===== src/design/ipde_pkg.sv =====
// Shared types and constants for the IR pulse dictionary encoder.
// No dependencies; used by every other file of the block.
`default_nettype none

package ipde_pkg;

  localparam int TICKS_W  = 16;
  localparam int DUR_W    = 17;
  localparam int LETTER_W = 5;

  localparam logic [DUR_W-1:0] DUR_MAX = {DUR_W{1'b1}};

  localparam int TICK_US_DEF   = 2;
  localparam int DICT_SIZE_DEF = 26;

  typedef enum logic [1:0] {
    ST_IDLE,
    ST_SCAN,
    ST_EMIT
  } state_t;

  // controller -> datapath
  typedef struct packed {
    logic load;     // take the input word
    logic step;     // advance the table scan by one entry
    logic capture;  // latch the scan outcome
    logic emit;     // write the result word and update the table
  } cmd_t;

  // datapath -> controller
  typedef struct packed {
    logic empty;     // nothing to search for the word being loaded
    logic found;     // entry under compare matches
    logic stop;      // zero entry or last filled entry reached
    logic out_free;  // output register can take a word this cycle
  } status_t;

  function automatic int addr_w(input int depth);
    return (depth > 1) ? $clog2(depth) : 1;
  endfunction

endpackage

`default_nettype wire


===== src/design/ipde_ram.sv =====
// Generic single-write, single-read RAM with registered read data.
// Depends on ipde_pkg for the address width helper.
`default_nettype none

module ipde_ram #(
  parameter int WIDTH = 8,
  parameter int DEPTH = 16
) (
  input  logic                                   clk,
  input  logic                                   we,
  input  logic [ipde_pkg::addr_w(DEPTH)-1:0]     waddr,
  input  logic [WIDTH-1:0]                       wdata,
  input  logic [ipde_pkg::addr_w(DEPTH)-1:0]     raddr,
  output logic [WIDTH-1:0]                       rdata
);
  import ipde_pkg::*;

  logic [WIDTH-1:0] mem_r [DEPTH];
  logic [WIDTH-1:0] rdata_r;

  always_ff @(posedge clk) begin
    if (we) begin
      mem_r[waddr] <= wdata;
    end
    rdata_r <= mem_r[raddr];
  end

  assign rdata = rdata_r;

endmodule

`default_nettype wire


===== src/design/ipde_ctrl.sv =====
// Sequencer for the encoder: accept, table scan, result hand-off.
// Depends on ipde_pkg (state_t, cmd_t, status_t).
`default_nettype none

module ipde_ctrl (
  input  logic              clk,
  input  logic              rst_n,
  input  logic              in_valid,
  output logic              in_ready,
  input  ipde_pkg::status_t status,
  output ipde_pkg::cmd_t    cmd
);
  import ipde_pkg::*;

  state_t state_r;
  state_t state_nxt;

  always_ff @(posedge clk) begin
    if (!rst_n) begin
      state_r <= ST_IDLE;
    end else begin
      state_r <= state_nxt;
    end
  end

  always_comb begin
    state_nxt = state_r;
    case (state_r)
      ST_IDLE: begin
        if (in_valid) begin
          state_nxt = status.empty ? ST_EMIT : ST_SCAN;
        end
      end
      ST_SCAN: begin
        if (status.found || status.stop) begin
          state_nxt = ST_EMIT;
        end
      end
      ST_EMIT: begin
        if (status.out_free) begin
          state_nxt = ST_IDLE;
        end
      end
      default: state_nxt = ST_IDLE;
    endcase
  end

  always_comb begin
    in_ready    = 1'b0;
    cmd         = '0;
    case (state_r)
      ST_IDLE: begin
        in_ready = 1'b1;
        cmd.load = in_valid;
      end
      ST_SCAN: begin
        cmd.capture = status.found || status.stop;
        cmd.step    = !(status.found || status.stop);
      end
      ST_EMIT: begin
        cmd.emit = status.out_free;
      end
      default: begin
        in_ready = 1'b0;
      end
    endcase
  end

endmodule

`default_nettype wire


===== src/design/ipde_dp.sv =====
// Datapath: scaling, dictionary RAM, scan index, fill count, parity, output register.
// Depends on ipde_pkg and ipde_ram.
`default_nettype none

module ipde_dp #(
  parameter int TICK_US   = ipde_pkg::TICK_US_DEF,
  parameter int DICT_SIZE = ipde_pkg::DICT_SIZE_DEF
) (
  input  logic                           clk,
  input  logic                           rst_n,
  input  ipde_pkg::cmd_t                 cmd,
  output ipde_pkg::status_t              status,
  input  logic [ipde_pkg::TICKS_W-1:0]   in_ticks,
  input  logic                           in_start_req,
  input  logic                           out_ready,
  output logic                           out_valid,
  output logic                           out_is_letter,
  output logic                           out_is_mark,
  output logic [ipde_pkg::LETTER_W-1:0]  out_letter,
  output logic [ipde_pkg::DUR_W-1:0]     out_duration_us
);
  import ipde_pkg::*;

  localparam int ADDR_W = addr_w(DICT_SIZE);
  localparam int CNT_W  = $clog2(DICT_SIZE + 1);
  localparam int MUL_W  = TICKS_W + $clog2(TICK_US + 1);

  // control state
  logic              out_valid_r, out_valid_nxt;
  logic [CNT_W-1:0]  used_r,      used_nxt;
  logic              parity_r,    parity_nxt;

  // item payload
  logic [DUR_W-1:0]  dur_r;
  logic              mark_r;
  logic              hit_r;
  logic [ADDR_W-1:0] cmp_idx_r;

  logic [LETTER_W-1:0] letter_r;
  logic [DUR_W-1:0]    dur_out_r;
  logic                is_letter_r;
  logic                is_mark_r;

  logic [MUL_W-1:0]  scaled;
  logic [DUR_W-1:0]  dur_sat;
  logic              mark_in;
  logic [DUR_W-1:0]  rd_data;
  logic [ADDR_W-1:0] rd_addr;
  logic              last;
  logic              ram_we;

  assign scaled  = MUL_W'(in_ticks) * MUL_W'(TICK_US);
  assign dur_sat = (scaled > MUL_W'(DUR_MAX)) ? DUR_MAX : DUR_W'(scaled);
  assign mark_in = in_start_req | parity_r;

  // entry under compare is the last one filled
  assign last = ((CNT_W'(cmp_idx_r) + CNT_W'(1)) == used_r);

  // address 0 is read in the load cycle so its data is ready on the first scan cycle
  always_comb begin
    if (cmd.load) begin
      rd_addr = '0;
    end else if (last) begin
      rd_addr = cmp_idx_r;
    end else begin
      rd_addr = cmp_idx_r + ADDR_W'(1);
    end
  end

  assign ram_we = cmd.emit && !hit_r && (used_r < CNT_W'(DICT_SIZE));

  ipde_ram #(
    .WIDTH (DUR_W),
    .DEPTH (DICT_SIZE)
  ) u_ram (
    .clk   (clk),
    .we    (ram_we),
    .waddr (used_r[ADDR_W-1:0]),
    .wdata (dur_r),
    .raddr (rd_addr),
    .rdata (rd_data)
  );

  assign status.empty    = in_start_req || (used_r == '0);
  assign status.found    = (rd_data == dur_r) && (rd_data != '0);
  assign status.stop     = (rd_data == '0) || last;
  assign status.out_free = !out_valid_r || out_ready;

  always_comb begin
    used_nxt      = used_r;
    parity_nxt    = parity_r;
    out_valid_nxt = out_valid_r;
    if (out_valid_r && out_ready) begin
      out_valid_nxt = 1'b0;
    end
    if (cmd.load) begin
      parity_nxt = !mark_in;
      if (in_start_req) begin
        used_nxt = '0;
      end
    end
    if (cmd.emit) begin
      out_valid_nxt = 1'b1;
      if (ram_we) begin
        used_nxt = used_r + CNT_W'(1);
      end
    end
  end

  always_ff @(posedge clk) begin
    if (!rst_n) begin
      out_valid_r <= 1'b0;
      used_r      <= '0;
      parity_r    <= 1'b1;
    end else begin
      out_valid_r <= out_valid_nxt;
      used_r      <= used_nxt;
      parity_r    <= parity_nxt;
    end
  end

  always_ff @(posedge clk) begin
    if (cmd.load) begin
      dur_r     <= dur_sat;
      mark_r    <= mark_in;
      hit_r     <= 1'b0;
      cmp_idx_r <= '0;
    end
    if (cmd.step) begin
      cmp_idx_r <= cmp_idx_r + ADDR_W'(1);
    end
    if (cmd.capture) begin
      hit_r <= status.found;
    end
    if (cmd.emit) begin
      is_letter_r <= hit_r;
      is_mark_r   <= mark_r;
      letter_r    <= hit_r ? LETTER_W'(cmp_idx_r) : '0;
      dur_out_r   <= dur_r;
    end
  end

  assign out_valid       = out_valid_r;
  assign out_is_letter   = is_letter_r;
  assign out_is_mark     = is_mark_r;
  assign out_letter      = letter_r;
  assign out_duration_us = dur_out_r;

endmodule

`default_nettype wire


===== src/design/ir_pulse_dictionary_encoder_top.sv =====
// IR pulse dictionary encoder: one result word per input word.
// A new word is taken only once the previous result word is in the output register.
// The table scan, up to DICT_SIZE entries, uses the single RAM read port,
// one dictionary entry compared per cycle.
// Reset (rst_n low, synchronous): table empty, next word is a mark, no result pending.
// Depends on ipde_pkg, ipde_ctrl, ipde_dp, ipde_ram.
`default_nettype none

module ir_pulse_dictionary_encoder_top #(
  parameter int TICK_US   = ipde_pkg::TICK_US_DEF,
  parameter int DICT_SIZE = ipde_pkg::DICT_SIZE_DEF
) (
  input  logic                           clk,
  input  logic                           rst_n,
  input  logic                           in_valid,
  output logic                           in_ready,
  input  logic [ipde_pkg::TICKS_W-1:0]   in_ticks,
  input  logic                           in_start_req,
  output logic                           out_valid,
  input  logic                           out_ready,
  output logic                           out_is_letter,
  output logic                           out_is_mark,
  output logic [ipde_pkg::LETTER_W-1:0]  out_letter,
  output logic [ipde_pkg::DUR_W-1:0]     out_duration_us
);
  import ipde_pkg::*;

  cmd_t    cmd;
  status_t status;

  ipde_ctrl u_ctrl (
    .clk      (clk),
    .rst_n    (rst_n),
    .in_valid (in_valid),
    .in_ready (in_ready),
    .status   (status),
    .cmd      (cmd)
  );

  ipde_dp #(
    .TICK_US   (TICK_US),
    .DICT_SIZE (DICT_SIZE)
  ) u_dp (
    .clk             (clk),
    .rst_n           (rst_n),
    .cmd             (cmd),
    .status          (status),
    .in_ticks        (in_ticks),
    .in_start_req    (in_start_req),
    .out_ready       (out_ready),
    .out_valid       (out_valid),
    .out_is_letter   (out_is_letter),
    .out_is_mark     (out_is_mark),
    .out_letter      (out_letter),
    .out_duration_us (out_duration_us)
  );

endmodule

`default_nettype wire


===== config.mk =====
export PLATFORM = sky130hd
export DESIGN_NAME = ir_pulse_dictionary_encoder_top
export DESIGN_NICKNAME = d
export VERILOG_FILES = /design/src/design/ipde_pkg.sv /design/src/design/ipde_ram.sv /design/src/design/ipde_ctrl.sv /design/src/design/ipde_dp.sv /design/src/design/ir_pulse_dictionary_encoder_top.sv
export SDC_FILE = /design/constraint.sdc
export NUM_CORES = 1
export LEC_CHECK = 0
export BUFFER_PORTS_ARGS = -buffer_cell sky130_fd_sc_hd__clkbuf_2
export CORE_ASPECT_RATIO = 1.75
export CORE_MARGIN = 3
export CORE_UTILIZATION = 45
export CTS_CLUSTER_DIAMETER = 60
export DETAILED_ROUTE_END_ITERATION = 10
export GPL_TIMING_DRIVEN = 0
export PLACE_DENSITY_LB_ADDON = 0.15
export SYNTH_ARGS = -nofsm -noshare
export SYNTH_HDL_FRONTEND = slang
export SYNTH_SLANG_ARGS = --single-unit

===== constraint.sdc =====
create_clock -name clk -period 6.1 [get_ports clk]
set_clock_uncertainty 0.15 [all_clocks]
set_input_delay 0.305 -clock clk [delete_from_list [all_inputs] [get_ports clk]]
set_output_delay 0.305 -clock clk [all_outputs]
set_load 0.02 [all_outputs]

# Word-level counts from Yosys, hierarchy flattened
# Memories as Yosys holds them, arrays and structs flattened. A register that Yosys moved wholly into a read port is not among the register bits.
# Index checks and enable logic that the tools add are counted.
[totals] latch_bits=0 mem_bits_rw=442 output_inout_bits=26 inputBits=21 romBits=0 ff_bits=57 n_memories=1
[mem_list] name="u_dp.u_ram.mem_r" words=26 word_bits=17 read_ports=1 rd_ports_with_merged_regs=1 write_ports=1 line="ipde_ram.sv:18" source="logic [WIDTH-1:0] mem_r [DEPTH];"
[classes] n_eq_ne=7 n_reduce_logical=20 n_div=0 magnitude_cmp=2 multipliers=0 shift=0 mux=24 bitwise=1 add_sub_neg=2
[ops] cell="two-way mux 5 bit" n=8
[ops] cell="== test 17 bit" n=1
[ops] cell="> comparator 17 bit (second input constant)" n=1
[ops] cell="zero test 17 bit" n=1
[ops] cell="nonzero test 17 bit" n=1
[ops] cell="adder 5 x 1 -> 5 bit (second input constant)" n=2
[ops] cell="two-way mux 1 bit" n=10
[ops] cell="two-way mux 2 bit" n=5
[ops] cell="case mux 2 bit (3 select lines)" n=1
[ops] cell="nonzero test 2 bit" n=3
[ops] cell="== test 5 bit" n=1
[ops] cell="zero test 5 bit" n=1
[ops] cell="< comparator 5 bit (second input constant)" n=1
[ops] cell="logical AND 1 bit" n=4
[ops] cell="zero test 1 bit" n=4
[ops] cell="logical OR 1 bit" n=4
[ops] cell="inequality test 2 x 1 -> 1 bit (second input constant)" n=2
[ops] cell="AND reduction 3 bit" n=1
[ops] cell="== test 2 x 1 -> 1 bit (second input constant)" n=1
[ops] cell="== test 2 bit (second input constant)" n=1
[ops] cell="zero test 2 bit" n=1
[ops] cell="inequality test 2 bit (second input constant)" n=1
[ops] cell="bitwise OR 1 bit" n=1

# Depth between registers and ports, before layout
[depth] depth_word=7 mapped_depth=12 depth_no_buf=9

# Modules after synthesis
# From an unflattened synthesis, not the netlist that was laid out.
[unflattened] hier_cells=1047 hier_area_um2=20113.0
[by_module_without_submodules] mod="ipde_ram" instances=1 cells_each=857 seq_area_each_um2=13613.1 area_per_inst_um2=17634.4
[by_module_without_submodules] mod="ipde_dp" instances=1 cells_each=174 seq_area_each_um2=1521.5 area_per_inst_um2=2354.8
[by_module_without_submodules] mod="ipde_ctrl" instances=1 cells_each=16 seq_area_each_um2=40.0 area_per_inst_um2=123.9

# Least setup slack after synthesis
# Ideal clock, no wire load.
[synth_timing] path_type="register to register" startpoint="register u_dp.out_valid_r (netlist: u_dp.out_valid)" endpoint="memory u_dp.u_ram.mem_r[15][10] in the netlist's numbering, enable pin" stages_incl_launch_ff=7 arrival_time_ns=3.051 required_ns=5.560 setup_slack_ns=2.509 path_cell_list="dfxtp_1 > nand2b_1 > nor2b_1 > nand2_1 > nor2_1 > nand2_1 > nor2_1"
[synth_rtl] item="from (decl)" line="ipde_dp.sv:29" source="logic out_valid_r, out_valid_nxt;"
[synth_rtl] item="from (signal assigned)" line="ipde_dp.sv:116" source="out_valid_r <= out_valid_nxt;"
[synth_rtl] item="to (decl)" line="ipde_ram.sv:18"

# Worst setup path in the final report
[layout_timing] startpoint="register u_dp.cmp_idx_r[0]" endpoint="register u_dp.u_ram.rdata_r[9] (netlist: u_dp.u_ram.rdata[9]), read port of u_dp.u_ram.mem_r"
[layout_between] elab_chain_len=4
[layout_rtl] item="from (decl)" line="ipde_dp.sv:37" source="logic [ADDR_W-1:0] cmp_idx_r;"
[layout_rtl] item="from (signal assigned)" line="ipde_dp.sv:130" source="cmp_idx_r <= cmp_idx_r + ADDR_W'(1);"
[layout_rtl] item="adder 5 x 1 -> 5 bit" line="ipde_dp.sv:57, ipde_dp.sv:66"
[layout_rtl] item="== test 5 bit" line="ipde_dp.sv:57" source="assign last = ((CNT_W'(cmp_idx_r) + CNT_W'(1)) == used_r);"
[layout_rtl] item="two-way mux 5 bit (*)" line="ipde_dp.sv:63" source="end else if (last) begin"
[layout_rtl] item="two-way mux 5 bit (*)" line="ipde_dp.sv:61" source="if (cmd.load) begin"
[layout_rtl] item="to (decl)" line="ipde_ram.sv:19" source="logic [WIDTH-1:0] rdata_r;"
# Every way passes the cells marked *; elsewhere a longest branch is shown, timed or not.
# A chain may end at the register's enable or synchronous reset.

==> impl_metrics.tcl <==
set metrics [dict create \
    p_per_area_mw_per_mm2 316.9 \
    antenna_found_initial 0 \
    yosysWarnings 0 \
    cts.sink_count 487 \
    startpoint_type "register" \
    ios 47 \
    cp-startpoint "u_dp.cmp_idx_r[0]" \
    synth_nets 1181 \
    vdd_drop_max_mv 0.3098 \
    clock_latency_ns 0.56 \
    syn-cell-area_mm2 0.01932 \
    maxSlewViolCount 0 \
    combPwrFrac_pct 8.5 \
    sw_frac_of_total_pct 23.29 \
    layout_commonest_cell "edfxtp_1" \
    worstReg2RegStart "u_dp.cmp_idx_r[0]" \
    multiInputGateArea_mm2 0.004651 \
    rows 99 \
    die_area_mm2 0.04555 \
    layout_common_cells "edfxtp_1 (462), mux2i_1 (146), nand2_1 (109)" \
    hp-class "reg2reg" \
    hold_depth 0 \
    slew_headroom_pct 7.703 \
    finalWorstSetupSlack_ns 1.354 \
    grt_first_pass_wirelength_um 69650 \
    place_congestion 0.8201 \
    cts_buffers 41 \
    synth.distinct_cells 67 \
    final.min_clock_period_ns 4.746 \
    drive_gt1_share_pct 18.23 \
    register_area_mm2 0.01437 \
    grt_max_degree 29 \
    fin_crit_sh_pct 77.80 \
    final-setup-viol-count 0 \
    clk_pin_slew_worst_paths_ns 0.07 \
    syn_to_final_growth_pct 15.21 \
    route.detailed.drc 0 \
    overflow 0 \
    final_antenna_net_count 0 \
    power_frac_seq_pct 54.3 \
    tightest_slew_ns 1.384 \
    dpl_cell_area_mm2 0.02062 \
    antenna_cells 0 \
    holdWs_ns 0.2750 \
    vias 10406 \
    root_buffer "clkbuf_16" \
    routed_wl_um 47580 \
    fin_area_mm2 0.02226 \
    status "complete, no violations" \
    rsz0062_at_grt "false" \
    cp-end-kind "register" \
    r2r_end "u_dp.u_ram.rdata[9]" \
    post-place-ws_ns 1.429 \
    synth-edff-count 462 \
    arrival_ns 5.07 \
    synthCells 1155 \
    cts.path.max_buffers 3 \
    min_from "u_dp.mark_r" \
    tritoncts "built" \
    die_y_um 280.1 \
    core_region_area_mm2 0.04212 \
    vias_per_cell 5.544 \
    hold_viol_final 0 \
    worstPathMaxFanout 10 \
    leakage_nw 7.343 \
    die_w_um 162.6 \
    postSynth.asyncResetShare_pct 0 \
    wire_per_inst_um 25.35 \
    cap_violations 0 \
    clock_power_share_pct 37.1 \
    initialDrtViolationCount 537 \
    nNetsFinal 1316 \
    crit_type "reg2reg" \
    hold_end "u_dp.out_is_mark" \
    r2r_setup_slack_ns 1.35 \
    dpl.hpwl_um 32340 \
    synthFlopType "edfxtp_1" \
    finalSetupTns_ns 0 \
    grt_usage_pct 21.05 \
    nFillCells 3480 \
    reg2regPathDepth 11 \
    crit_required_ns 6.42 \
    p_total_mw 7.053 \
    io_buffers 45 \
    fmax_mhz 210.7 \
    synth-seq-cells 487 \
    ys_seq_area_share_pct 74.40 \
    p_switching_mw 1.643 \
    syn_avg_cell_area_um2 16.73 \
    start_util_pct 45.87 \
    h-tree-depth 2 \
    dr.pass1.iters 4 \
    p_int_mw 5.410 \
    grt_pass1_vias 10736 \
]
-- worst max-delay path, cell delays in order, from the launching register on --
cell	delay, ns
edfxtp_1	0.54
ha_1	0.40
xnor2_1	0.45
nand3_1	0.23
nor3_4	0.28
mux2i_2	0.57
buf_2	0.33
clkbuf_1	0.44
nand2_1	0.12
a32oi_1	0.62
nand4_1	0.36
nor3_2	0.17
-- how the worst max path moves through the flow --
stage                          endpoint  slack, ns  depth (start not counted)
2_1_floorplan  u_dp.u_ram.mem_r[15][10]       2.51                          6
3_3_place_gp    u_dp.u_ram.mem_r[15][1]       1.04                          7
3_5_place_dp        u_dp.u_ram.rdata[8]       1.43                         11
4_1_cts             u_dp.u_ram.rdata[8]       1.40                         11
5_1_grt             u_dp.u_ram.rdata[8]       1.13                         11
6_report            u_dp.u_ram.rdata[9]       1.35                         11
-- registers in the layout, summed over array words and instances, names as in the netlist --
register              flops
u_dp.out_letter           5
u_dp.cmp_idx_r            5
u_dp.out_is_mark          1
u_dp.used_r               5
u_dp.out_is_letter        1
u_dp.dur_r               16
u_dp.parity_r             1
u_dp.u_ram.rdata         16
u_dp.u_ram.mem_r        416
u_ctrl.state_r            2
u_dp.out_duration_us     16
u_dp.out_valid            1
u_dp.hit_r                1
u_dp.mark_r               1
-- kinds of logic after synthesis --
logic type | Yosys count | share of synthesized area (%)
other | 1 | 0.01941
buffers and inverters | 59 | 1.859
adder cells (fa/ha/maj) | 5 | 0.3238
AND/OR/NAND/NOR | 278 | 8.050
multiplexers | 150 | 7.869
XOR/XNOR | 27 | 1.567
flip-flops | 487 | 74.40
AO/OA/AOI/OAI | 148 | 5.907
-- Yosys cell counts, drive strengths merged, types with 2 or more instances --
cell     number  share of area [%]
dfxtp        25                2.6
and3          2              0.065
a2111oi       3               0.14
a22oi        57                2.2
a21oi        16               0.41
nor2         44               0.88
xor2         22                1.1
nand2b        7               0.23
o211ai        2              0.078
a311oi        2               0.16
mux2i       148                7.8
nor4         15               0.71
or3           2              0.065
o311ai        3               0.14
mux2          2               0.12
o31a          2              0.091
nand3b        3               0.12
inv           3              0.058
o21ai         6               0.16
nor3         18               0.78
a211o         2              0.091
edfxtp      462                 72
nor2b        19               0.62
a31oi         2              0.065
nand3        19               0.67
nand4        22               0.71
xnor2         4               0.38
or4b          2               0.12
nand2       109                2.1
buf          42                1.5
and4b         2               0.10
or3b          3               0.14
a21boi        2              0.078
ha            5               0.32
a211oi       16               0.62
a32oi        30                1.4
and2          5               0.16
clkbuf       14               0.27
nor4b         4               0.49
-- per-stage QoR --
stage,util (%),cells
after floorplan,-,1155
after global placement,48.05,1755
after detailed placement,48.95,1777
after CTS,52.70,1875
after global routing,52.85,1877
final,52.85,1877
-- layer usage --
layer | vias to the layer above | global-route usage (%) | wire (um)
li1 | 4813 | - | -
met1 | 5246 | 22.52 | 17180
met2 | 240 | 39.38 | 25990
met3 | 107 | 2.290 | 1267
met4 | 0 | 12.63 | 3153
met5 | - | 0 | 0
-- power by group through the flow --
stage,Combinational [mW],Clock (mW),Sequential (mW)
5_1_grt,0.644,2.79,3.84
3_5_place_dp,0.585,0,3.91
4_1_cts,0.597,2.67,3.84
6_report,0.600,2.62,3.83
2_1_floorplan,0.384,0,3.86
3_3_place_gp,0.569,0,3.91
-- layout make-up --
type	count	share of cell area, %
Clock inverter	24	1.141
Buffer	56	1.563
Inverter	3	0.05060
Multi-Input combinational cell	609	20.90
Tap cell	555	3.120
Clock buffer	51	4.913
Sequential cell	487	64.58
Timing Repair Buffer	92	3.733
-- repair_timing --
action | CTS | global route
hold buffers | 23 | 0
buffers inserted | 0 | 0
hold endpoints to repair | 22 | 0
gates resized for setup | 0 | 0
(Power assumes the default switching activity.)
